[config.mk]
export PLATFORM = sky130hd
export DESIGN_NAME = track_range_partitioner_flat
export DESIGN_NICKNAME = d
export VERILOG_FILES = /design/src/hw/rtl/trp_pkg.sv /design/src/hw/rtl/trp_req_if.sv /design/src/hw/rtl/trp_res_if.sv /design/src/hw/rtl/trp_cfg_if.sv /design/src/hw/rtl/track_range_partitioner.sv /design/src/hw/rtl/trp_ram.sv /design/src/hw/rtl/trp_unit.sv /design/src/hw/rtl/trp_seq.sv /design/src/flat_wrapper.sv
export VERILOG_INCLUDE_DIRS = /design/src /design/src/hw/rtl
export SDC_FILE = /design/constraint.sdc
export NUM_CORES = 2
export LEC_CHECK = 0
export BUFFER_PORTS_ARGS = -buffer_cell sky130_fd_sc_hd__buf_2
export CAP_MARGIN = 10
export CORE_MARGIN = 4
export CORE_UTILIZATION = 35
export CTS_BUF_LIST = sky130_fd_sc_hd__clkbuf_4
export DETAILED_ROUTE_END_ITERATION = 10
export PLACE_DENSITY_LB_ADDON = 0.12
export REMOVE_ABC_BUFFERS = 1
export SYNTH_ARGS = -nofsm -noshare
export SYNTH_HDL_FRONTEND = slang
export SYNTH_SLANG_ARGS = --single-unit
[constraint.sdc]
create_clock -name i_clk -period 6.8 [get_ports i_clk]
set_input_delay 1.36 -clock i_clk [delete_from_list [all_inputs] [get_ports i_clk]]
set_output_delay 1.36 -clock i_clk [all_outputs]
set_load 0.02 [all_outputs]
[src/hw/rtl/track_range_partitioner_assert.svh]
// assertion macros for the track range partitioner
// no dependencies; taken in by the top level with `include

`ifndef TRACK_RANGE_PARTITIONER_ASSERT_SVH
`define TRACK_RANGE_PARTITIONER_ASSERT_SVH

// same-cycle implication, disabled while reset is low
`define TRP_ASSERT_IMP(label, clk, rst_n, ante, cons, msg) \
    label: assert property (@(posedge clk) disable iff (!rst_n) (ante) |-> (cons)) \
        else $error(msg);

// next-cycle implication, disabled while reset is low
`define TRP_ASSERT_NXT(label, clk, rst_n, ante, cons, msg) \
    label: assert property (@(posedge clk) disable iff (!rst_n) (ante) |=> (cons)) \
        else $error(msg);

`endif

[src/hw/rtl/trp_pkg.sv]
// shared constants, types and state encoding of the track range partitioner
// no dependencies; imported by every other file of the block but trp_ram and the assertion header

package trp_pkg;

    // table and sample sizes
    localparam int MAX_POINTS  = 63;
    localparam int SAMPLE_BITS = 28;
    localparam int SPAN_W      = SAMPLE_BITS + 1;
    localparam int ADDR_W      = (MAX_POINTS > 1) ? $clog2(MAX_POINTS) : 1;
    localparam int CNT_W       = $clog2(MAX_POINTS + 1);
    localparam int IDX_W       = 6;
    localparam int TRK_W       = 6;
    localparam int COUNT_W     = 6;
    localparam int CFG_IDX_W   = 2;

    // request opcodes
    localparam logic OP_LOAD  = 1'b0;
    localparam logic OP_QUERY = 1'b1;

    // configuration register indexes
    localparam logic [CFG_IDX_W-1:0] CFG_LEGAL_LOWER = 2'd0;
    localparam logic [CFG_IDX_W-1:0] CFG_LEGAL_UPPER = 2'd1;
    localparam logic [CFG_IDX_W-1:0] CFG_POINT_COUNT = 2'd2;

    typedef enum logic [3:0] {
        ST_IDLE,
        ST_CLIP,
        ST_SCAN_RD,
        ST_SCAN_CMP,
        ST_SCAN_END,
        ST_PRE_RD,
        ST_PRE_CAP,
        ST_EMIT_RD,
        ST_EMIT
    } t_state;

    // configuration as seen by the sequencer (point count already clamped)
    typedef struct packed {
        logic [SAMPLE_BITS-1:0] legal_lower;
        logic [SAMPLE_BITS-1:0] legal_upper;
        logic [CNT_W-1:0]       points;
    } t_cfg;

    typedef struct packed {
        logic [SAMPLE_BITS-1:0] block_offset;
        logic [SAMPLE_BITS-1:0] block_length;
    } t_query;

    // operands of the shared compare unit
    typedef struct packed {
        logic [SAMPLE_BITS-1:0] point;
        logic [SAMPLE_BITS-1:0] prev;
        logic [SAMPLE_BITS-1:0] span_lo;
        logic [SAMPLE_BITS-1:0] span_hi;
        logic [CNT_W-1:0]       trk;
        logic [CNT_W-1:0]       trk_first;
        logic [CNT_W-1:0]       trk_last;
    } t_unit_in;

    typedef struct packed {
        logic ge_lo;
        logic ge_hi;
    } t_scan_flags;

    typedef struct packed {
        logic [SAMPLE_BITS-1:0] part_begin;
        logic [SAMPLE_BITS-1:0] part_end;
        logic                   begins_track;
        logic                   finishes_track;
        logic [TRK_W-1:0]       track_index;
        logic                   last;
    } t_part;

endpackage

[src/hw/rtl/trp_req_if.sv]
// request channel of the track range partitioner (load and query items)
// depends on trp_pkg

interface trp_req_if import trp_pkg::*; ();
    logic                   valid;
    logic                   ready;
    logic                   op;
    logic [IDX_W-1:0]       point_index;
    logic [SAMPLE_BITS-1:0] point_value;
    logic [SAMPLE_BITS-1:0] block_offset;
    logic [SAMPLE_BITS-1:0] block_length;

    modport source (output valid, op, point_index, point_value, block_offset, block_length,
                    input ready);
    modport sink   (input valid, op, point_index, point_value, block_offset, block_length,
                    output ready);
endinterface

[src/hw/rtl/trp_res_if.sv]
// result channel of the track range partitioner (one partition per item; a query can give several or none)
// depends on trp_pkg

interface trp_res_if import trp_pkg::*; ();
    logic                   valid;
    logic                   ready;
    logic [SAMPLE_BITS-1:0] part_begin;
    logic [SAMPLE_BITS-1:0] part_end;
    logic                   begins_track;
    logic                   finishes_track;
    logic [TRK_W-1:0]       track_index;
    logic                   last;

    modport source (output valid, part_begin, part_end, begins_track, finishes_track,
                    track_index, last, input ready);
    modport sink   (input valid, part_begin, part_end, begins_track, finishes_track,
                    track_index, last, output ready);
endinterface

[src/hw/rtl/trp_cfg_if.sv]
// configuration write channel of the track range partitioner
// depends on trp_pkg

interface trp_cfg_if import trp_pkg::*; ();
    logic                   valid;
    logic                   ready;
    logic [CFG_IDX_W-1:0]   index;
    logic [SAMPLE_BITS-1:0] data;

    modport source (output valid, index, data, input ready);
    modport sink   (input valid, index, data, output ready);
endinterface

[src/hw/rtl/track_range_partitioner.sv]
// top level of the track range partitioner: configuration registers, table
// ram and query sequencer; depends on trp_pkg, the channel interfaces,
// trp_ram, trp_seq and track_range_partitioner_assert.svh

// A load request writes one track start into the table and the block stays
// ready. A query request keeps the request channel not ready while it runs: it
// takes and clips the block, reads and compares each table point scanned (the
// scan stops at the first point above the clipped end), closes the scan, and
// when a scanned point lies at or below the span start fetches the start of
// the first touched track; then it reads and emits each partition, waiting
// while the result side holds off. A rejected block ends the query after
// clipping. The pace is set by the single read port of the table ram, which
// every scan step and every partition goes through with a registered read. A
// finished partition waits in an output register, so the next request is taken
// while the last partition of a query is still pending.

`include "track_range_partitioner_assert.svh"

module track_range_partitioner import trp_pkg::*; (
    input  logic       i_clk,
    input  logic       i_rst_n,
    trp_req_if.sink    i_req,
    trp_cfg_if.sink    i_cfg,
    trp_res_if.source  o_res
);

    logic [SAMPLE_BITS-1:0] r_legal_lower;
    logic [SAMPLE_BITS-1:0] r_legal_upper;
    logic [COUNT_W-1:0]     r_point_count;

    t_cfg                   cfg;
    t_query                 query;
    t_part                  part;
    logic                   req_acc;
    logic                   query_acc;
    logic                   load_acc;
    logic                   part_open;
    logic                   load_we;
    logic                   seq_idle;
    logic [ADDR_W-1:0]      raddr;
    logic [SAMPLE_BITS-1:0] rdata;

    // configuration writes
    assign i_cfg.ready = 1'b1;

    always_ff @(posedge i_clk) begin
        if (!i_rst_n) begin
            r_legal_lower <= '0;
            r_legal_upper <= '0;
            r_point_count <= '0;
        end else if (i_cfg.valid) begin
            case (i_cfg.index)
                CFG_LEGAL_LOWER: r_legal_lower <= i_cfg.data;
                CFG_LEGAL_UPPER: r_legal_upper <= i_cfg.data;
                CFG_POINT_COUNT: r_point_count <= i_cfg.data[COUNT_W-1:0];
                default: begin
                end
            endcase
        end
    end

    // clamped configuration for the sequencer
    always_comb begin
        cfg.legal_lower = r_legal_lower;
        cfg.legal_upper = r_legal_upper;
        cfg.points      = (r_point_count > COUNT_W'(MAX_POINTS)) ? CNT_W'(MAX_POINTS)
                                                                 : CNT_W'(r_point_count);
    end

    // request acceptance; loads go straight to the table
    assign i_req.ready = seq_idle;
    assign req_acc     = i_req.valid && i_req.ready;
    assign query_acc   = req_acc && (i_req.op == OP_QUERY);
    assign load_acc    = req_acc && (i_req.op == OP_LOAD);
    assign load_we     = load_acc && (i_req.point_index < IDX_W'(MAX_POINTS));

    assign query.block_offset = i_req.block_offset;
    assign query.block_length = i_req.block_length;

    trp_ram #(
        .WIDTH (SAMPLE_BITS),
        .DEPTH (MAX_POINTS)
    ) u_table (
        .i_clk   (i_clk),
        .i_we    (load_we),
        .i_waddr (i_req.point_index[ADDR_W-1:0]),
        .i_wdata (i_req.point_value),
        .i_raddr (raddr),
        .o_rdata (rdata)
    );

    trp_seq u_seq (
        .i_clk   (i_clk),
        .i_rst_n (i_rst_n),
        .i_start (query_acc),
        .i_query (query),
        .i_cfg   (cfg),
        .o_idle  (seq_idle),
        .o_raddr (raddr),
        .i_rdata (rdata),
        .o_valid (o_res.valid),
        .i_ready (o_res.ready),
        .o_part  (part)
    );

    // result channel payload
    assign o_res.part_begin     = part.part_begin;
    assign o_res.part_end       = part.part_end;
    assign o_res.begins_track   = part.begins_track;
    assign o_res.finishes_track = part.finishes_track;
    assign o_res.track_index    = part.track_index;
    assign o_res.last           = part.last;

    // a partition other than the last is waiting
    assign part_open = o_res.valid && !o_res.last;

    // a query holds the request channel off in the following cycle
    `TRP_ASSERT_NXT(a_query_busy, i_clk, i_rst_n, query_acc, !i_req.ready, "query kept ready")
    // a load never leaves the idle state
    `TRP_ASSERT_NXT(a_load_idle, i_clk, i_rst_n, load_acc, i_req.ready, "load left block busy")
    // while a partition other than the last waits, the query is still running
    `TRP_ASSERT_IMP(a_run_open, i_clk, i_rst_n, part_open, !i_req.ready, "ready mid query")

endmodule

[src/hw/rtl/trp_ram.sv]
// generic single write port, single read port ram with registered read
// no dependencies

module trp_ram #(
    parameter int WIDTH  = 8,
    parameter int DEPTH  = 16,
    parameter int ADDR_W = (DEPTH > 1) ? $clog2(DEPTH) : 1
) (
    input  logic              i_clk,
    input  logic              i_we,
    input  logic [ADDR_W-1:0] i_waddr,
    input  logic [WIDTH-1:0]  i_wdata,
    input  logic [ADDR_W-1:0] i_raddr,
    output logic [WIDTH-1:0]  o_rdata
);

    logic [WIDTH-1:0] r_mem [DEPTH];
    logic [WIDTH-1:0] r_rdata;

    // write port
    always_ff @(posedge i_clk) begin
        if (i_we) begin
            r_mem[i_waddr] <= i_wdata;
        end
    end

    // registered read port
    always_ff @(posedge i_clk) begin
        r_rdata <= r_mem[i_raddr];
    end

    assign o_rdata = r_rdata;

endmodule

[src/hw/rtl/trp_unit.sv]
// shared compare unit: scan compares against one table point, and the
// bounds and flags of one partition; depends on trp_pkg

module trp_unit import trp_pkg::*; (
    input  t_unit_in                i_op,
    input  t_cfg                    i_cfg,
    output t_scan_flags             o_flags,
    output t_part                   o_part
);

    logic signed [SPAN_W-1:0] eot;
    logic signed [SPAN_W-1:0] hi_s;
    logic signed [SPAN_W-1:0] lu_s;
    logic signed [SPAN_W-1:0] up_s;
    logic                     has_end;
    logic                     first;

    // scan: does the point lie at or below the span start and end
    assign o_flags.ge_lo = (i_op.span_lo >= i_op.point);
    assign o_flags.ge_hi = (i_op.span_hi >= i_op.point);

    // end of track is one below the next point, may be minus one
    assign eot     = $signed({1'b0, i_op.point}) - $signed(SPAN_W'(1));
    assign hi_s    = $signed({1'b0, i_op.span_hi});
    assign lu_s    = $signed({1'b0, i_cfg.legal_upper});
    assign has_end = (i_op.trk < i_cfg.points);
    assign first   = (i_op.trk == i_op.trk_first);
    assign up_s    = (has_end && (eot < hi_s)) ? eot : hi_s;

    // partition fields
    always_comb begin
        o_part.part_begin     = first ? i_op.span_lo : i_op.prev;
        o_part.part_end       = up_s[SAMPLE_BITS-1:0];
        o_part.begins_track   = first ? ((i_op.span_lo == i_op.prev) ||
                                         (i_op.span_lo == i_cfg.legal_lower)) : 1'b1;
        o_part.finishes_track = (has_end && (up_s == eot)) || (up_s == lu_s);
        o_part.track_index    = TRK_W'(i_op.trk);
        o_part.last           = (i_op.trk == i_op.trk_last);
    end

endmodule

[src/hw/rtl/trp_seq.sv]
// query sequencer: clipping, table scan, partition walk and output register
// depends on trp_pkg, trp_unit

module trp_seq import trp_pkg::*; (
    input  logic              i_clk,
    input  logic              i_rst_n,
    input  logic              i_start,
    input  t_query            i_query,
    input  t_cfg              i_cfg,
    output logic              o_idle,
    output logic [ADDR_W-1:0] o_raddr,
    input  logic [SAMPLE_BITS-1:0] i_rdata,
    output logic              o_valid,
    input  logic              i_ready,
    output t_part             o_part
);

    t_state                 r_state, n_state;
    t_query                 r_q, n_q;
    logic [SAMPLE_BITS-1:0] r_rl, n_rl;
    logic [SAMPLE_BITS-1:0] r_ru, n_ru;
    logic [SAMPLE_BITS-1:0] r_prev, n_prev;
    logic [CNT_W-1:0]       r_b, n_b;
    logic [CNT_W-1:0]       r_e, n_e;
    logic [CNT_W-1:0]       r_t, n_t;
    logic [CNT_W-1:0]       r_idx, n_idx;
    logic                   r_ov, n_ov;
    t_part                  r_part, n_part;

    logic [SPAN_W-1:0]      hi;
    logic                   reject;
    logic                   slot_free;
    t_unit_in               unit_in;
    t_scan_flags            flags;
    t_part                  part;

    // block end, kept one bit wider so it never wraps
    assign hi = {1'b0, r_q.block_offset} + {1'b0, r_q.block_length} - SPAN_W'(1);
    assign reject = (r_q.block_length == '0) ||
                    (i_cfg.legal_lower > i_cfg.legal_upper) ||
                    (hi < {1'b0, i_cfg.legal_lower}) ||
                    (r_q.block_offset > i_cfg.legal_upper);

    assign slot_free = !r_ov || i_ready;

    // shared compare unit
    always_comb begin
        unit_in.point     = i_rdata;
        unit_in.prev      = r_prev;
        unit_in.span_lo   = r_rl;
        unit_in.span_hi   = r_ru;
        unit_in.trk       = r_t;
        unit_in.trk_first = r_b;
        unit_in.trk_last  = r_e;
    end

    trp_unit u_unit (
        .i_op    (unit_in),
        .i_cfg   (i_cfg),
        .o_flags (flags),
        .o_part  (part)
    );

    // next state and datapath control
    always_comb begin
        n_state = r_state;
        n_q     = r_q;
        n_rl    = r_rl;
        n_ru    = r_ru;
        n_prev  = r_prev;
        n_b     = r_b;
        n_e     = r_e;
        n_t     = r_t;
        n_idx   = r_idx;
        n_ov    = r_ov;
        n_part  = r_part;

        if (r_ov && i_ready) begin
            n_ov = 1'b0;
        end

        case (r_state)
            ST_IDLE: begin
                if (i_start) begin
                    n_q     = i_query;
                    n_state = ST_CLIP;
                end
            end
            ST_CLIP: begin
                n_rl = (r_q.block_offset > i_cfg.legal_lower) ? r_q.block_offset
                                                              : i_cfg.legal_lower;
                n_ru = (hi < {1'b0, i_cfg.legal_upper}) ? hi[SAMPLE_BITS-1:0]
                                                        : i_cfg.legal_upper;
                n_b   = '0;
                n_e   = '0;
                n_t   = '0;
                n_idx = '0;
                n_prev = '0;
                if (reject) begin
                    n_state = ST_IDLE;
                end else if (i_cfg.points == '0) begin
                    n_state = ST_EMIT_RD;
                end else begin
                    n_state = ST_SCAN_RD;
                end
            end
            ST_SCAN_RD: begin
                n_state = ST_SCAN_CMP;
            end
            ST_SCAN_CMP: begin
                if (flags.ge_lo) begin
                    n_b = r_b + CNT_W'(1);
                end
                if (flags.ge_hi) begin
                    n_e = r_e + CNT_W'(1);
                end
                if (flags.ge_hi && (r_idx + CNT_W'(1) != i_cfg.points)) begin
                    n_idx   = r_idx + CNT_W'(1);
                    n_state = ST_SCAN_RD;
                end else begin
                    n_state = ST_SCAN_END;
                end
            end
            ST_SCAN_END: begin
                if (r_b != '0) begin
                    n_idx   = r_b - CNT_W'(1);
                    n_state = ST_PRE_RD;
                end else begin
                    n_prev  = '0;
                    n_t     = '0;
                    n_idx   = '0;
                    n_state = ST_EMIT_RD;
                end
            end
            ST_PRE_RD: begin
                n_state = ST_PRE_CAP;
            end
            ST_PRE_CAP: begin
                // start of the track holding the span start
                n_prev  = i_rdata;
                n_t     = r_b;
                n_idx   = r_b;
                n_state = ST_EMIT_RD;
            end
            ST_EMIT_RD: begin
                n_state = ST_EMIT;
            end
            ST_EMIT: begin
                if (slot_free) begin
                    n_part = part;
                    n_ov   = 1'b1;
                    n_prev = i_rdata;
                    if (r_t == r_e) begin
                        n_state = ST_IDLE;
                    end else begin
                        n_t     = r_t + CNT_W'(1);
                        n_idx   = r_t + CNT_W'(1);
                        n_state = ST_EMIT_RD;
                    end
                end
            end
            default: begin
                n_state = ST_IDLE;
            end
        endcase
    end

    // control registers
    always_ff @(posedge i_clk) begin
        if (!i_rst_n) begin
            r_state <= ST_IDLE;
            r_ov    <= 1'b0;
        end else begin
            r_state <= n_state;
            r_ov    <= n_ov;
        end
    end

    // datapath registers
    always_ff @(posedge i_clk) begin
        r_q    <= n_q;
        r_rl   <= n_rl;
        r_ru   <= n_ru;
        r_prev <= n_prev;
        r_b    <= n_b;
        r_e    <= n_e;
        r_t    <= n_t;
        r_idx  <= n_idx;
        r_part <= n_part;
    end

    assign o_idle  = (r_state == ST_IDLE);
    assign o_raddr = r_idx[ADDR_W-1:0];
    assign o_valid = r_ov;
    assign o_part  = r_part;

endmodule

[src/flat_wrapper.sv]
// flat-port wrapper written by rule: the top's interface ports become plain ports
module track_range_partitioner_flat import trp_pkg::*;
  (i_clk, i_rst_n, i_req_valid, i_req_op, i_req_point_index, i_req_point_value, i_req_block_offset, i_req_block_length, i_req_ready, i_cfg_valid, i_cfg_index, i_cfg_data, i_cfg_ready, o_res_valid, o_res_part_begin, o_res_part_end, o_res_begins_track, o_res_finishes_track, o_res_track_index, o_res_last, o_res_ready);
  trp_req_if i_req_i ();
  trp_cfg_if i_cfg_i ();
  trp_res_if o_res_i ();
  input  logic i_clk;
  input  logic i_rst_n;
  input wire logic [$bits(i_req_i.valid)-1:0] i_req_valid;
  input wire logic [$bits(i_req_i.op)-1:0] i_req_op;
  input wire logic [$bits(i_req_i.point_index)-1:0] i_req_point_index;
  input wire logic [$bits(i_req_i.point_value)-1:0] i_req_point_value;
  input wire logic [$bits(i_req_i.block_offset)-1:0] i_req_block_offset;
  input wire logic [$bits(i_req_i.block_length)-1:0] i_req_block_length;
  output wire logic [$bits(i_req_i.ready)-1:0] i_req_ready;
  input wire logic [$bits(i_cfg_i.valid)-1:0] i_cfg_valid;
  input wire logic [$bits(i_cfg_i.index)-1:0] i_cfg_index;
  input wire logic [$bits(i_cfg_i.data)-1:0] i_cfg_data;
  output wire logic [$bits(i_cfg_i.ready)-1:0] i_cfg_ready;
  output wire logic [$bits(o_res_i.valid)-1:0] o_res_valid;
  output wire logic [$bits(o_res_i.part_begin)-1:0] o_res_part_begin;
  output wire logic [$bits(o_res_i.part_end)-1:0] o_res_part_end;
  output wire logic [$bits(o_res_i.begins_track)-1:0] o_res_begins_track;
  output wire logic [$bits(o_res_i.finishes_track)-1:0] o_res_finishes_track;
  output wire logic [$bits(o_res_i.track_index)-1:0] o_res_track_index;
  output wire logic [$bits(o_res_i.last)-1:0] o_res_last;
  input wire logic [$bits(o_res_i.ready)-1:0] o_res_ready;
  assign i_req_i.valid = i_req_valid;
  assign i_req_i.op = i_req_op;
  assign i_req_i.point_index = i_req_point_index;
  assign i_req_i.point_value = i_req_point_value;
  assign i_req_i.block_offset = i_req_block_offset;
  assign i_req_i.block_length = i_req_block_length;
  assign i_req_ready = i_req_i.ready;
  assign i_cfg_i.valid = i_cfg_valid;
  assign i_cfg_i.index = i_cfg_index;
  assign i_cfg_i.data = i_cfg_data;
  assign i_cfg_ready = i_cfg_i.ready;
  assign o_res_valid = o_res_i.valid;
  assign o_res_part_begin = o_res_i.part_begin;
  assign o_res_part_end = o_res_i.part_end;
  assign o_res_begins_track = o_res_i.begins_track;
  assign o_res_finishes_track = o_res_i.finishes_track;
  assign o_res_track_index = o_res_i.track_index;
  assign o_res_last = o_res_i.last;
  assign o_res_i.ready = o_res_ready;
  track_range_partitioner u_core (.i_clk(i_clk), .i_rst_n(i_rst_n), .i_req(i_req_i), .i_cfg(i_cfg_i), .o_res(o_res_i));
endmodule
## Word-level counts from Yosys, hierarchy flattened

Memory sizes are Yosys's and may differ from the RTL's. A register that Yosys moved wholly into a read port is not among the register bits.
Cells that the tools add are included.

| operators by class | value |
|---|---|
| magnitude comparators | 11 |
| add/subtract/negate cells | 8 |
| bitwise gates (word level) | 1 |
| multiplexer cells | 32 |
| reduce and logical (&&, ||, !) cells | 34 |
| equality and inequality tests | 24 |
| shift operators | 0 |
| divide/modulo/power cells | 0 |
| multiply operators | 0 |

Operators by type and width:

| operator | number |
|---|---|
| 28-bit two-way mux | 5 |
| 28-bit case mux with 4 select lines | 1 |
| 28-bit greater-than comparator | 3 |
| 29-bit equality test | 2 |
| 29-bit by 28-bit less-than comparator with 1-bit output | 2 |
| 28-bit equality test | 2 |
| 28-bit greater-or-equal comparator | 2 |
| 6-bit two-way mux | 8 |
| 4-bit case mux with 9 select lines | 1 |
| 6-bit case mux with 5 select lines | 1 |
| 28-bit by 28-bit adder with 29-bit output | 1 |
| 29-bit less-than comparator | 1 |
| 29-bit two-way mux | 1 |
| 28-bit by 1-bit subtractor with 29-bit output (second input constant) | 1 |
| 29-bit by 1-bit subtractor with 29-bit output (second input constant) | 1 |
| 28-bit zero test | 1 |
| 6-bit by 1-bit adder with 6-bit output (second input constant) | 4 |
| 6-bit case mux with 2 select lines | 2 |
| 6-bit case mux with 4 select lines | 1 |
| 4-bit by 3-bit equality test with 1-bit output (second input constant) | 4 |
| 2-bit AND reduction | 8 |
| 2-bit != test (second input constant) | 7 |
| 6-bit equality test | 2 |
| 3-bit two-way mux | 4 |
| other kinds (26) | 45 |

| storage, ports and cells | value |
|---|---|
| bits in writable memories | 1764 |
| bits in read-only memories | 0 |
| latch bits | 0 |
| input bits | 126 |
| register bits after elaboration | 296 |
| memories | 1 |

Memories:

| memory | words | width | rd ports | clocked after memory_dff | wr ports | RTL line | source |
|---|---|---|---|---|---|---|---|
| u_core.u_table.r_mem | 63 | 28 | 1 | 1 | 1 | trp_ram.sv:17 | `logic [WIDTH-1:0] r_mem [DEPTH];` |

## Depth between registers and ports, before layout

| depth | value |
|---|---|
| depth in word-level cells | 8 |
| depth in mapped cells | 28 |

## By module

A second synthesis with hierarchy kept.

| unflattened totals | value |
|---|---|
| cell total of the unflattened synthesis | 5246 |
| area total of the unflattened synthesis | 90076.4 µm² |

Modules (own cells, without submodules):

| module | times used | area an instance (µm²) | seq. area each (µm²) | cells an instance |
|---|---|---|---|---|
| trp_ram | 1 | 68110.3 | 53531.3 | 3058 |
| trp_seq | 1 | 14219.9 | 6976.7 | 1210 |
| trp_unit | 1 | 5368.9 | 0.0 | 733 |
| track_range_partitioner | 1 | 2377.3 | 1241.2 | 245 |

## Worst setup path after synthesis

OpenSTA, ideal clock, no wires.

| timing | value |
|---|---|
| path kind | input to register |
| from | in o_res_ready |
| to | reg u_core.u_seq.r_state[0] |
| setup slack | 1.532 ns |
| cell stages on the path | 7 |
| buffers on the path | 0 |
| arrival | 5.199 ns |
| library setup time | 0.069 ns |
| path through | nor2b_1 > nor2_1 > o21a_1 > o211ai_1 > nor4_1 > nand4_1 > o21ai_1 |

| on the way | value |
|---|---|
| word-level cells in the longest chain between the ends | 3 |

RTL lines:

| what | RTL line | source |
|---|---|---|
| from (decl) | flat_wrapper.sv:27 | `input wire logic [$bits(o_res_i.ready)-1:0] o_res_ready;` |
| 1-bit logical OR | trp_seq.sv:44 | `assign slot_free = !r_ov \|\| i_ready;` |
| 2-bit != test (no line) | -- |  |
| 2-bit AND reduction (no line) | -- |  |
| to (signal assigned) | trp_seq.sv:174 | `r_state <= n_state;` |
| to (decl) | trp_seq.sv:18 | `t_state r_state, n_state;` |

Every way passes these cells.
A chain may end at the register's enable or synchronous reset.

## Worst setup path in the final report

| timing | value |
|---|---|
| from | reg u_core.u_seq.r_q[1] (netlist name) |
| to | reg u_core.u_seq.r_ru[8] (data pin) |

| on the way | value |
|---|---|
| word-level cells in the longest chain between the ends | 4 |

RTL lines:

| what | RTL line | source |
|---|---|---|
| from (decl) | trp_seq.sv:19 | `t_query r_q, n_q;` |
| from (signal assigned) | trp_seq.sv:181 | `r_q <= n_q;` |
| 28-bit by 28-bit adder with 29-bit output (*) | trp_seq.sv:38 | `assign hi = {1'b0, r_q.block_offset} + {1'b0, r_q.block_length} - SPAN_W'(1);` |
| 29-bit by 1-bit subtractor with 29-bit output (*) | trp_seq.sv:38 |  |
| 29-bit by 28-bit less-than comparator with 1-bit output | trp_seq.sv:92 | `n_ru = (hi < {1'b0, i_cfg.legal_upper}) ? hi[SAMPLE_BITS-1:0]` |
| 28-bit two-way mux (*) | trp_seq.sv:92 |  |
| to (signal assigned) | trp_seq.sv:183 | `r_ru <= n_ru;` |
| to (decl) | trp_seq.sv:21 | `logic [SAMPLE_BITS-1:0] r_ru, n_ru;` |

Every way passes the cells marked *; elsewhere a longest branch is shown, timed or not.

==> summary.md <==
| Metric | Value |
|---|---|
| Global-route wire length before repair | roughly 400000 um |
| IO Count | around 190 |
| Area share of and/or/nand/nor cells after synthesis | 4.31% |
| Post-Synth XOR/XNOR Area | approximately 1.8% |
| Status | finished clean |
| Fin util | 40.6% |
| Die height | 514 um |
| Layout cells sized above 1 | 25.5% |
| Clk buf depth | 4 |
| Max Fclk | about 0.16 GHz |
| RSZ-0062 raised after global routing | false |
| VDD IR max | roughly 0.00014 V |
| Overflow after GRT | 0 |
| Post-DP HPWL | between 150000 and 200000 um |
| DR iter-0 viols | approximately 4400 |
| Num CTS Buffers | 587 |
| Max-slew violations | 0 |
| Clock Pin Slew Worst Setup and Hold Paths | approximately 0.070 ns |
| Multi-input gate area | approximately 26000 sq um |
| Cell area power density | 287 nW/um^2 |
| Area delta synth->final | 15.4% |
| Post-Place Cell Area | approximately 96000 sq um |
| Largest net degree at the start of global routing | 102 |
| Adder-cell share of the synthesized area | under 10% |
| Clk_skew | around 0.13 ns |
| WHS Path Cells | 1 |
| Critical path's largest stage delay | 0.55 ns |
| Setup ws final | ~0.60 ns |
| Crit. End Element | flop |
| Final Cell Area | a little over 100000 sq um |
| Drt via density | between 5 and 6 |
| Row cnt | 185 |
| Synthesis warning total | 0 |
| Initial antenna violation count | 28 |
| Cts hold-fix bufs | 0 |
| Hold_sp | i_req_block_offset[21] |
| Synth top area cells | edfxtp_1, mux4_2, mux2i_1 |
| Mapped Area | 89500 sq um |
| Worst Path Max Fanout | 40 |
| Main combinational cell family by area after synthesis | multiplexers |
| Die X | approximately 510 um |
| Post-CTS Setup Bufs | 0 |
| Starting Density | a little over a third |
| Reg-to-reg startpoint | u_core.u_seq.r_q[1] |
| PostCTS Resize Cnt | 0 |
| Nets | ~6600 |
| Root Driver | clkbuf_4 |
| Async S/R FF share, synth | 0% |
| Gpl congestion | 0.878 |
| Setup violators final | 0 |
| Top_reg_cell synth | edfxtp_1 |
| Worst Hold Class | primary input to flop |
| Worst r2r dst | u_core.u_seq.r_ru[8] |
| Sequential fraction of the synthesis area | between 60% and 70% |
| Max-cap violations | 0 |
| Setup Slack @ Placement | slightly above 0.6 ns |
| Hold endpoint | u_core.u_seq.r_q[49] |
| Clk Latency, worst-skew pair | around 1.3 ns |
| Final ANT Viol Nets | 0 |
| H-tree levels | 6 |
| Critical path's top delay family | compound AO/OA/AOI/OAI gates |
| Synth area leader | edfxtp_1 |
| Final setup TNS | 0 ns |
| Mux contribution to synthesized area | 11.8% |
| Crit path DAT | about 7 ns |
| Number of flops mapped to enable cells by yosys | ~2000 |
| WS Path Type | flop to flop |
| Clock sinks | approximately 2100 |
| Worst Path Buf+Inv | 3 |
| Sequential cell area | about 62000 sq um |
| Global-route usage over all layers | between 20% and 30% |
| Final min period | between 6 and 7 ns |
| Post-synth cell types | 81 |
| Critical path's slowest cell | a311oi_4 |
| Compound-Gate Fraction of Synth Area | roughly 6.8% |
| Die ar. | between 200000 and 300000 sq um |
| Port bufs | ~190 |
| Pleak | about 36 nW |
| R2R Setup Slk | between 0.5 and 0.6 ns |
| Final Hold Viols | 0 |
| Flops & latches, synth | 2088 |
| Core Region | 254000 sq um |
| Vias in the first global route | roughly 54000 |
| Slew @ Worst Pin | 1.26 ns |
| Worst R2R Path Depth | 25 |
| Post-Synthesis Cells | 5520 |
| FILL cells | 23536 |
| Residual DRC count | 0 |
| WP data required | between 7 and 8 ns |
| Relative slew margins | approximately 16% |
| Total Wirelength | roughly 290000 um |
| Top cells by count, synth | edfxtp_1, mux2i_1, ha_1, inv_1, mux4_2 |
| Routed vias | about 53000 |
| Avg Cell Area, Syn | 16.2 sq um |
| Pre-Repair DR Iteration Count | 5 |
| CTS tree | built |
| Fin crit share | 91.2% |
| Yosys top cell area share | 66.8% |
| Most common cell in the netlist | edfxtp_1 |
| Wire per inst | approximately 29 um |
| Worst Setup Start Kind | flop |
[registers in the layout (all words and copies together) (netlist names)]
register / count
u_core.u_seq.o_raddr: 6
u_core.u_seq.r_b: 6
u_core.u_seq.r_t: 6
u_core.u_seq.o_part: 65
u_core.u_seq.r_rl: 28
u_core.u_table.o_rdata: 28
u_core.u_seq.o_valid: 1
u_core.r_legal_lower: 28
u_core.u_seq.r_ru: 28
u_core.u_table.r_mem: 1764
u_core.r_legal_upper: 28
u_core.u_seq.r_prev: 28
u_core.u_seq.r_state: 4
u_core.r_point_count: 6
u_core.u_seq.r_e: 6
u_core.u_seq.r_q: 56
[worst reg2reg max path, cell delays in order (launching register included)]
cell	delay (ns)
edfxtp_1	0.40
inv_1	0.07
ha_1	0.28
inv_1	0.04
ha_1	0.20
fa_1	0.46
a21o_1	0.18
a21oi_1	0.24
o21bai_1	0.14
o41a_1	0.40
a211oi_1	0.39
o21bai_1	0.17
a21oi_2	0.31
o31a_1	0.24
xnor2_1	0.23
ha_1	0.33
nor2b_1	0.14
o21ai_0	0.17
nand2b_1	0.09
a21oi_1	0.15
nor2b_1	0.06
o21ai_0	0.15
nand2_1	0.11
a311oi_4	0.55
buf_12	0.28
o21ai_0	0.13
[how the worst max path moves through the flow]
stage | from | endpoint | slack, ns | cells past startpoint
5_1_grt | u_core.u_seq.r_q[29] | u_core.u_seq.r_ru[14] | 0.28 | 25
4_1_cts | u_core.u_seq.r_q[1] | u_core.u_seq.r_state[2] | 0.61 | 25
2_1_floorplan | u_core.u_seq.o_raddr[0] | u_core.u_seq.o_raddr[0] | -17.45 | 8
3_3_place_gp | u_core.u_seq.r_q[1] | u_core.u_seq.r_ru[3] | 0.66 | 25
6_report | u_core.u_seq.r_q[1] | u_core.u_seq.r_ru[8] | 0.60 | 25
3_5_place_dp | u_core.u_seq.r_q[1] | u_core.u_seq.r_state[0] | 0.60 | 25
[per-layer routing]
metal / global-route usage (%) / wire (um) / vias to the layer above
li1: - / - / 23661
met1: 29.8 / 129000 / 27542
met2: 34.6 / 136000 / 1791
met3: 3.45 / 15700 / 389
met4: 6.13 / 7300 / 6
met5: 0 / 44 / -
[cell families after synthesis]
kind of cell | count (synthesis)
AND/OR/NAND/NOR | 801
flip-flops | 2088
AO/OA/AOI/OAI | 906
buffers and inverters | 520
XOR/XNOR | 182
multiplexers | 732
other | 1
adder cells (fa/ha/maj) | 290
[through the flow]
| step | power (mW) | cells | hold WS (ns) |
|---|---|---|---|
| 4_1_cts | 30.0 | 9991 | 0.0870 |
| 3_3_place_gp | 18.1 | 8978 | 0.455 |
| 3_5_place_dp | 18.1 | 8978 | 0.463 |
| 2_1_floorplan | 17.2 | 5257 | 0.443 |
| 5_1_grt | 31.0 | 9996 | 0.154 |
| 6_report | 29.6 | 10010 | 0.303 |
[power by group]
part	internal (mW)	leakage, nW	switching [mW]
logic	1.18	12.5	2.21
registers	14.3	18.8	0.169
clock network	6.42	4.47	5.39
total	21.8	35.7	7.77
[cell type report]
cell class / instances / share of cell area, %
well taps: 3366 / 4.08
clock buffers: 872 / 6.34
inverters: 257 / 0.939
multi-input cells: 2912 / 25.5
repair buffers: 356 / 2.30
flip-flops and latches: 2088 / 59.8
clock inverters: 141 / 0.993
diodes: 18 / 0.0436
[cells in the final DEF, fill, tap and decap left out, types with 12 or more instances in the layout]
cell	Yosys	routed
edfxtp_1	1993	1993
clkbuf_4	0	872
mux2i_1	439	439
ha_1	289	289
inv_1	256	255
mux4_2	255	255
nand2_1	250	249
a21oi_1	239	237
buf_2	43	193
o221ai_1	184	184
buf_4	1	148
xnor2_1	138	138
nor2_1	185	120
o22ai_1	107	107
o21ai_0	102	102
dfxtp_1	95	95
nor3_1	106	93
clkinv_1	0	85
a21o_1	81	81
nor2_4	0	64
nand4_1	62	62
a21boi_0	59	59
a211oi_1	44	43
xor2_1	42	42
nand3_1	41	41
mux2_2	38	38
nor4_1	35	35
nor2b_1	31	31
nand2b_1	23	22
diode_2	0	18
o21a_1	16	16
nor3_2	2	15
bufinv_16	0	15
buf_12	0	15
clkinvlp_4	0	14
or3_1	13	13
clkinv_2	0	12
Note: power is estimated with default switching activity, not from simulation.
